### src/sv/assert_macros.svh
// Assertion macros shared by the tile segment projection RTL.
`ifndef ASSERT_MACROS_SVH
`define ASSERT_MACROS_SVH

// Check that an expression holds at every clock edge outside reset.
`define ASSERT_ALWAYS(label, expr, msg) \
   label: assert property (@(posedge clock) disable iff (reset) (expr)) else $error(msg);

// Check that a condition implies a property in the same cycle.
`define ASSERT_IMPLIES(label, cond, prop, msg) \
   label: assert property (@(posedge clock) disable iff (reset) (cond) |-> (prop)) else $error(msg);

// Check that a condition implies a property in the next cycle.
`define ASSERT_NEXT(label, cond, prop, msg) \
   label: assert property (@(posedge clock) disable iff (reset) (cond) |=> (prop)) else $error(msg);

`endif

### src/sv/tsp_pkg.sv
// Types and constants for the tile segment projection block.
package tsp_pkg;

   localparam int COORD_BITS     = 31;
   localparam int WEIGHT_BITS    = 16;
   localparam int PROD_BITS      = 2 * COORD_BITS + WEIGHT_BITS;
   localparam int NUM_BITS       = PROD_BITS + 1;
   localparam int CHUNK_BITS     = 32;
   localparam int NUM_CHUNKS     = (NUM_BITS + CHUNK_BITS - 1) / CHUNK_BITS;
   localparam int FIFO_DEPTH     = 8;
   localparam int CSR_INDEX_BITS = 2;

   typedef logic [COORD_BITS-1:0]     coord_type;
   typedef logic [WEIGHT_BITS-1:0]    weight_type;
   typedef logic [NUM_BITS-1:0]       num_type;
   typedef logic [CSR_INDEX_BITS-1:0] csr_index_type;

   localparam csr_index_type CSR_WEIGHT_X = 2'd0;
   localparam csr_index_type CSR_WEIGHT_Y = 2'd1;

   localparam weight_type WEIGHT_X_RESET = WEIGHT_BITS'(12100);
   localparam weight_type WEIGHT_Y_RESET = WEIGHT_BITS'(34708);

   typedef enum logic [1:0] {
      KIND_INTERIOR = 2'd0,
      KIND_START    = 2'd1,
      KIND_END      = 2'd2
   } kind_type;

   typedef struct packed {
      coord_type point_x;
      coord_type point_y;
      coord_type start_x;
      coord_type start_y;
      coord_type end_x;
      coord_type end_y;
   } req_type;

   typedef struct packed {
      coord_type  proj_x;
      coord_type  proj_y;
      logic [1:0] clamp_kind;
   } rsp_type;

   // Segment endpoints and signed segment deltas
   typedef struct packed {
      coord_type start_x;
      coord_type start_y;
      coord_type end_x;
      coord_type end_y;
      coord_type dx_mag;
      logic      dx_neg;
      coord_type dy_mag;
      logic      dy_neg;
   } seg_type;

   // Classified transaction passed from front to back
   typedef struct packed {
      seg_type  seg;
      num_type  num;
      num_type  den;
      kind_type kind;
   } job_type;

   typedef struct packed {
      seg_type  seg;
      kind_type kind;
   } meta_type;

endpackage

### src/sv/tsp_fifo.sv
// Job queue between the classification front and the division back.
`include "assert_macros.svh"

module tsp_fifo (
   input  logic              clock,
   input  logic              reset,
   input  logic              push_valid,
   input  tsp_pkg::job_type  push_data,
   input  logic              pop,
   output logic              head_valid,
   output tsp_pkg::job_type  head_data
);

   localparam int DEPTH     = tsp_pkg::FIFO_DEPTH;
   localparam int PTR_BITS  = $clog2(DEPTH);
   localparam int CNT_BITS  = $clog2(DEPTH + 1);

   tsp_pkg::job_type    mem_ff [DEPTH];
   logic [PTR_BITS-1:0] wr_ptr_ff;
   logic [PTR_BITS-1:0] rd_ptr_ff;
   logic [CNT_BITS-1:0] count_ff;
   logic [CNT_BITS-1:0] count_in;

   assign head_valid = (count_ff != '0);
   assign head_data  = mem_ff[rd_ptr_ff];

   // Track occupancy
   always_comb begin
      count_in = count_ff;
      if (push_valid && !pop) begin
         count_in = count_ff + CNT_BITS'(1);
      end else if (!push_valid && pop) begin
         count_in = count_ff - CNT_BITS'(1);
      end
   end

   // Advance pointers
   always_ff @(posedge clock) begin
      if (reset) begin
         wr_ptr_ff <= '0;
         rd_ptr_ff <= '0;
         count_ff  <= '0;
      end else begin
         count_ff <= count_in;
         if (push_valid) begin
            wr_ptr_ff <= wr_ptr_ff + PTR_BITS'(1);
         end
         if (pop) begin
            rd_ptr_ff <= rd_ptr_ff + PTR_BITS'(1);
         end
      end
   end

   // Store entries
   always_ff @(posedge clock) begin
      if (push_valid) begin
         mem_ff[wr_ptr_ff] <= push_data;
      end
   end

   `ASSERT_ALWAYS(a_no_overflow, !(push_valid && !pop && count_ff == CNT_BITS'(DEPTH)), "queue overflow")
   `ASSERT_IMPLIES(a_no_underflow, pop, head_valid, "pop from empty queue")

endmodule

### config.mk
export PLATFORM = sky130hd
export DESIGN_NAME = tsp_fifo
export DESIGN_NICKNAME = d
export VERILOG_FILES = /design/src/sv/tsp_pkg.sv /design/src/sv/tsp_fifo.sv
export VERILOG_INCLUDE_DIRS = /design/src /design/src/sv
export SDC_FILE = /design/constraint.sdc
export NUM_CORES = 2
export LEC_CHECK = 0
export ABC_AREA = 0
export ABC_CLOCK_PERIOD_IN_PS = 39200
export BUFFER_PORTS_ARGS = -buffer_cell sky130_fd_sc_hd__buf_2
export CAP_MARGIN = 15
export CORE_AREA = 2 2 440 442
export DETAILED_ROUTE_END_ITERATION = 10
export DIE_AREA = 0 0 442 444
export PLACE_DENSITY = 0.72
export REMOVE_ABC_BUFFERS = 1
export SLEW_MARGIN = 20
export SYNTH_ARGS = -nofsm -noshare
export SYNTH_HDL_FRONTEND = slang
export SYNTH_SLANG_ARGS = --single-unit
### constraint.sdc
create_clock -name clock -period 39.2 [get_ports clock]
set_input_delay 7.84 -clock clock [delete_from_list [all_inputs] [get_ports clock]]
set_output_delay 7.84 -clock clock [all_outputs]
set_load 0.02 [all_outputs]
======== Word-level counts from Yosys, hierarchy flattened ========
Memories as Yosys holds them, arrays and structs flattened. A register that Yosys moved wholly into a read port is not among the register bits.
Cells that the tools add are included.
operators by class
  $add $sub $neg .......................... 4
  multiplexer cells ....................... 6
  reduce and logical (&&, ||, !) cells .... 6
operator list
  cell                                                                count
  4-bit 2-to-1 mux                                                    2
  3-bit by 1-bit adder with 3-bit output, second input constant       2
  3-bit 2-to-1 mux                                                    2
  4-bit by 1-bit adder with 4-bit output, second input constant       1
  4-bit nonzero test                                                  1
  4-bit by 1-bit subtractor with 4-bit output, second input constant  1
  1-bit logical AND                                                   2
  1-bit zero test                                                     2
  1-bit 2-to-1 mux                                                    2
  2-bit nonzero test                                                  1
word-level totals
  register bits after elaboration ......... 10
  RAM bits ................................ 2784
  output and inout port bits .............. 349
  logic and storage cells ................. 20
  memories ................................ 1
memory list
  memory  depth  width  read ports  clocked after memory_dff  wr ports  line            source
  mem_ff  8      348    1           1                         1         tsp_fifo.sv:18  tsp_pkg::job_type mem_ff [DEPTH];

======== Depth between registers and ports, before layout ========
  word-level depth ........................ 4
  depth in mapped cells ................... 8
  mapped depth without buffers ............ 8

======== Worst setup path before layout ========
Ideal clock, no wire load.
  kind .................................... input -> register
  from .................................... input port push_valid
  to ...................................... memory mem_ff[0][0] in the netlist's numbering (enable)
  arrival time ............................ 31317 ps
  path slack .............................. 6398 ps
  cell stages on the path ................. 2
  buffers on the path ..................... 0
  cells stage by stage .................... nand2b_1 -> nor3_1
between the ends
  word-level cells in the longest chain between the ends .. 2
ends and longest elaborated chain
  item                                    line            source
  from (decl)                             tsp_fifo.sv:7   input logic push_valid,
  1-bit 2-to-1 mux                        tsp_fifo.sv:56  if (push_valid) begin
  1-bit 2-to-1 mux (not written as such)  tsp_fifo.sv:57  mem_ff[wr_ptr_ff] <= push_data;
  to (decl)                               tsp_fifo.sv:18
Every way passes these cells.

==> results.py <==
metrics = {
    "timing": {
        "tns_ns": 0,
        "tightestPinTransition_ns": 1.16,
        "fin_ws_ns": 25.09,
        "drv_slew": 0,
        "finalCriticalPeriod_ns": 14.11,
        "hold_viol_final": 0,
        "setup_violations": 0,
        "fin_skew_ns": 0.0581,
        "relSlewSlack_pct": 22.5,
        "rsz0062_at_grt": "false",
        "fmax_mhz": 70.9,
        "layout_worst_path_cycle_share_pct": 36.0,
    },
    "clock_tree": {
        "cts_resized": 0,
        "htreeDepth": 5,
        "cts_setup_buffers": 0,
        "clkSinkCount": 2797,
        "clk_pin_slew_ns": 0.06,
        "cts_max_path_buffers": 4,
        "cts_hold_buf": 0,
        "tritoncts": "built",
        "cts_root_buf": "clkbuf_16",
        "cts_buffers": 295,
        "clkLatencyLatePin_ns": 0.91,
    },
    "global_routing": {
        "track_usage_pct": 22.4,
        "grt_remaining_overflow": 0,
        "grt_start_max_net_pins": 161,
        "antenna_found_initial": 104,
        "grt_pass1_wl_um": 322000,
        "first_global_vias": 47800,
    },
    "synth": {
        "synthCells": 4090,
        "synth-seq-cells": 2797,
        "synthDistinctLibCells": 25,
        "yosysSeqAreaShare_pct": 79.9,
        "synth_area_leaders": "edfxtp_1, mux4_2, mux2_2",
        "netlist.area_leader.share_pct": 79.7,
        "synth_area_leader_cell": "edfxtp_1",
        "synth_area_mm2": 0.105,
        "syn_area_per_cell_um2": 25.7,
        "ys_warn_count": 0,
    },
    "floorplanning": {
        "die_h_um": 444,
        "ios": 701,
        "dieArea_mm2": 0.196,
        "start_util_pct": 54.8,
        "core.rowCount": 161,
        "die_x_um": 442,
        "core_mm2": 0.192,
    },
    "placed_design": {
        "io_buffers": 700,
        "hpwl_um": 119000,
        "place_ws_ns": 25.72,
        "gp_congestion": 0.763,
    },
    "power_and_ir_drop": {
        "p_seq_share_pct": 52.0,
        "power.internal_uw": 5100,
        "swShare_pct": 21.8,
        "p_clk_share_pct": 39.1,
        "power_density_mw_per_mm2": 54.3,
        "power.leakage_uw": 0.0381,
        "power.switching_uw": 1430,
        "power_uw": 6520,
        "pwr-share-comb_pct": 8.9,
        "peakVddDrop_mv": 0.0512,
    },
    "finish": {
        "multi_input_area_mm2": 0.0200,
        "fillerInstances": 12500,
        "fin_util_pct": 62.7,
        "area_growth_pct": 14.5,
        "final_nets": 5321,
        "regArea_mm2": 0.0839,
        "final_layout_size_suffix_gt1_share_pct": 42.6,
    },
    "worst_setup_path": {
        "slowest_delay_ns": 0.99,
        "cp-start-kind": "register",
        "cp_data_required_time_ns": 31.36,
        "r2r-start": "wr_ptr_ff[0]",
        "cp_num_buf_inv": 5,
        "crit_top_cell": "buf_4",
        "cp_max_fo": 49,
        "critPathTopFamily": "buffers and inverters",
        "r2r_cells": 6,
        "crit_path_top_delay_cell": "dfxtp_4",
        "path_class": "reg2out",
        "cp-end-kind": "output port",
        "r2r_slack_ns": 34.34,
        "cp_num_cells": 7,
        "path_cells": "buf_4, buf_4, buf_4, buf_4, mux4_2, mux2_2, buf_2",
        "arrival_ns": 6.27,
        "reg2reg_to": "mem_ff[7][272]",
        "crit_end": "head_data[189]",
    },
    "flow_run": {
        "cap_violations": 0,
    },
    "detailed_routing": {
        "firstDrtPassIters": 5,
        "drtIter0Drc": 3772,
        "drc": 0,
        "vias": 46500,
        "wl_um": 220000,
        "drt-vias-per-instance": 6.01,
        "post_drt_wl_per_cell_um": 28.5,
        "postRouteAntennaNets": 0,
    },
    "min_path": {
        "hold_path_class": "reg2reg",
    },
    "status": {
        "status": "finished, final reports clean",
    },
}
layout make-up:
cell class / instances / share of cell area [%]
Antenna cell: 45 / 0.0937
Clock buffer: 372 / 6.47
Clock inverter: 124 / 0.812
Inverter: 2 / 0.00625
Multi-Input combinational cell: 1095 / 16.6
Sequential cell: 2797 / 69.8
Tap cell: 2526 / 2.63
Timing Repair Buffer: 772 / 3.54
state kept, by name, summed over array words and instances, names as in the netlist, named ones only:
register	flops
mem_ff	2784
rd_ptr_ff	3
count_ff	4
wr_ptr_ff	3
worst register-to-register path, delay by kind of cell, from the launching register on:
family,cells,cell delay [ns]
buffers and inverters,4,3.07
AND/OR/NAND/NOR,2,0.85
flip-flops,1,0.49
synthesized netlist by cell type (all sizes together):
cell and number:
edfxtp 2784, or4 1, inv 2, nand3 1, xnor2 3, a211oi 1, mux2i 3, ha 5
nand2 4, a31oi 1, xor2 3, dfxtp 13, mux2 349, nand2b 3, nor2b 1, fa 1
nor3 2, a21oi 2, buf 119, mux4 696, nor2 19, clkbuf 77
cell usage in the layout, fill, tap and decap left out, types with 5 or more instances in the layout:
| cell type | synthesis | layout |
|---|---|---|
| bufinv_16 | 0 | 13 |
| clkbuf_1 | 77 | 70 |
| edfxtp_1 | 2784 | 2784 |
| ha_1 | 5 | 5 |
| buf_2 | 35 | 700 |
| nor2_4 | 0 | 6 |
| mux2_2 | 348 | 348 |
| nor2_1 | 19 | 13 |
| clkinv_1 | 0 | 55 |
| clkbuf_16 | 0 | 298 |
| inv_6 | 0 | 8 |
| clkinv_2 | 0 | 38 |
| buf_4 | 0 | 55 |
| dfxtp_1 | 13 | 10 |
| diode_2 | 0 | 45 |
| mux4_2 | 696 | 696 |
| buf_12 | 0 | 15 |
metal layers:
| metal | GRT usage, % | wire length [µm] | up-vias |
|---|---|---|---|
| met2 | 35.9 | 110000 | 1676 |
| met3 | 5.21 | 15100 | 506 |
| met5 | 0 | 325 | - |
| met1 | 29.3 | 83800 | 24800 |
| li1 | - | - | 19500 |
| met4 | 10.9 | 10500 | 58 |
worst min-delay path by stage:
| stage | startpoint | to | slack [ns] | depth (start not counted) |
|---|---|---|---|---|
| after global routing | count_ff[2] | count_ff[2] | 0.58 | 2 |
| final | count_ff[2] | count_ff[2] | 0.53 | 2 |
| after global placement | rd_ptr_ff[2] | register | 0.50 | 2 |
| after CTS | count_ff[2] | count_ff[2] | 0.53 | 2 |
| after detailed placement | count_ff[2] | count_ff[2] | 0.52 | 2 |
| after floorplan | count_ff[2] | count_ff[2] | 0.48 | 2 |
kinds of logic (layout without fill, tap and decap cells):
logic type / Yosys count / after routing / synth area share, %
AO/OA/AOI/OAI: 4 / 4 / 0.0227
XOR/XNOR: 6 / 6 / 0.0501
adder cells (fa/ha/maj): 6 / 6 / 0.0787
buffers and inverters: 198 / 1270 / 1.10
flip-flops: 2797 / 2797 / 79.9
multiplexers: 1048 / 1048 / 18.7
other: 0 / 45 / 0
AND/OR/NAND/NOR: 31 / 31 / 0.128
per-stage QoR:
step	instances	instance area [µm²]	hold WS, ns
4_1_cts	7687	120000	0.532
5_1_grt	7723	120000	0.578
3_3_place_gp	7191	111000	0.504
6_report	7733	120000	0.528
2_1_floorplan	3894	104000	0.482
3_5_place_dp	7191	111000	0.518
power groups by stage:
stage	sequential (µW)	clock [µW]	combinational, µW
global placement	3450	0	583
finish	3390	2550	583
detailed placement	3450	0	590
global route	3400	2730	619
CTS	3390	2610	594
floorplan	3550	0	647
(Power assumes the default switching activity.)
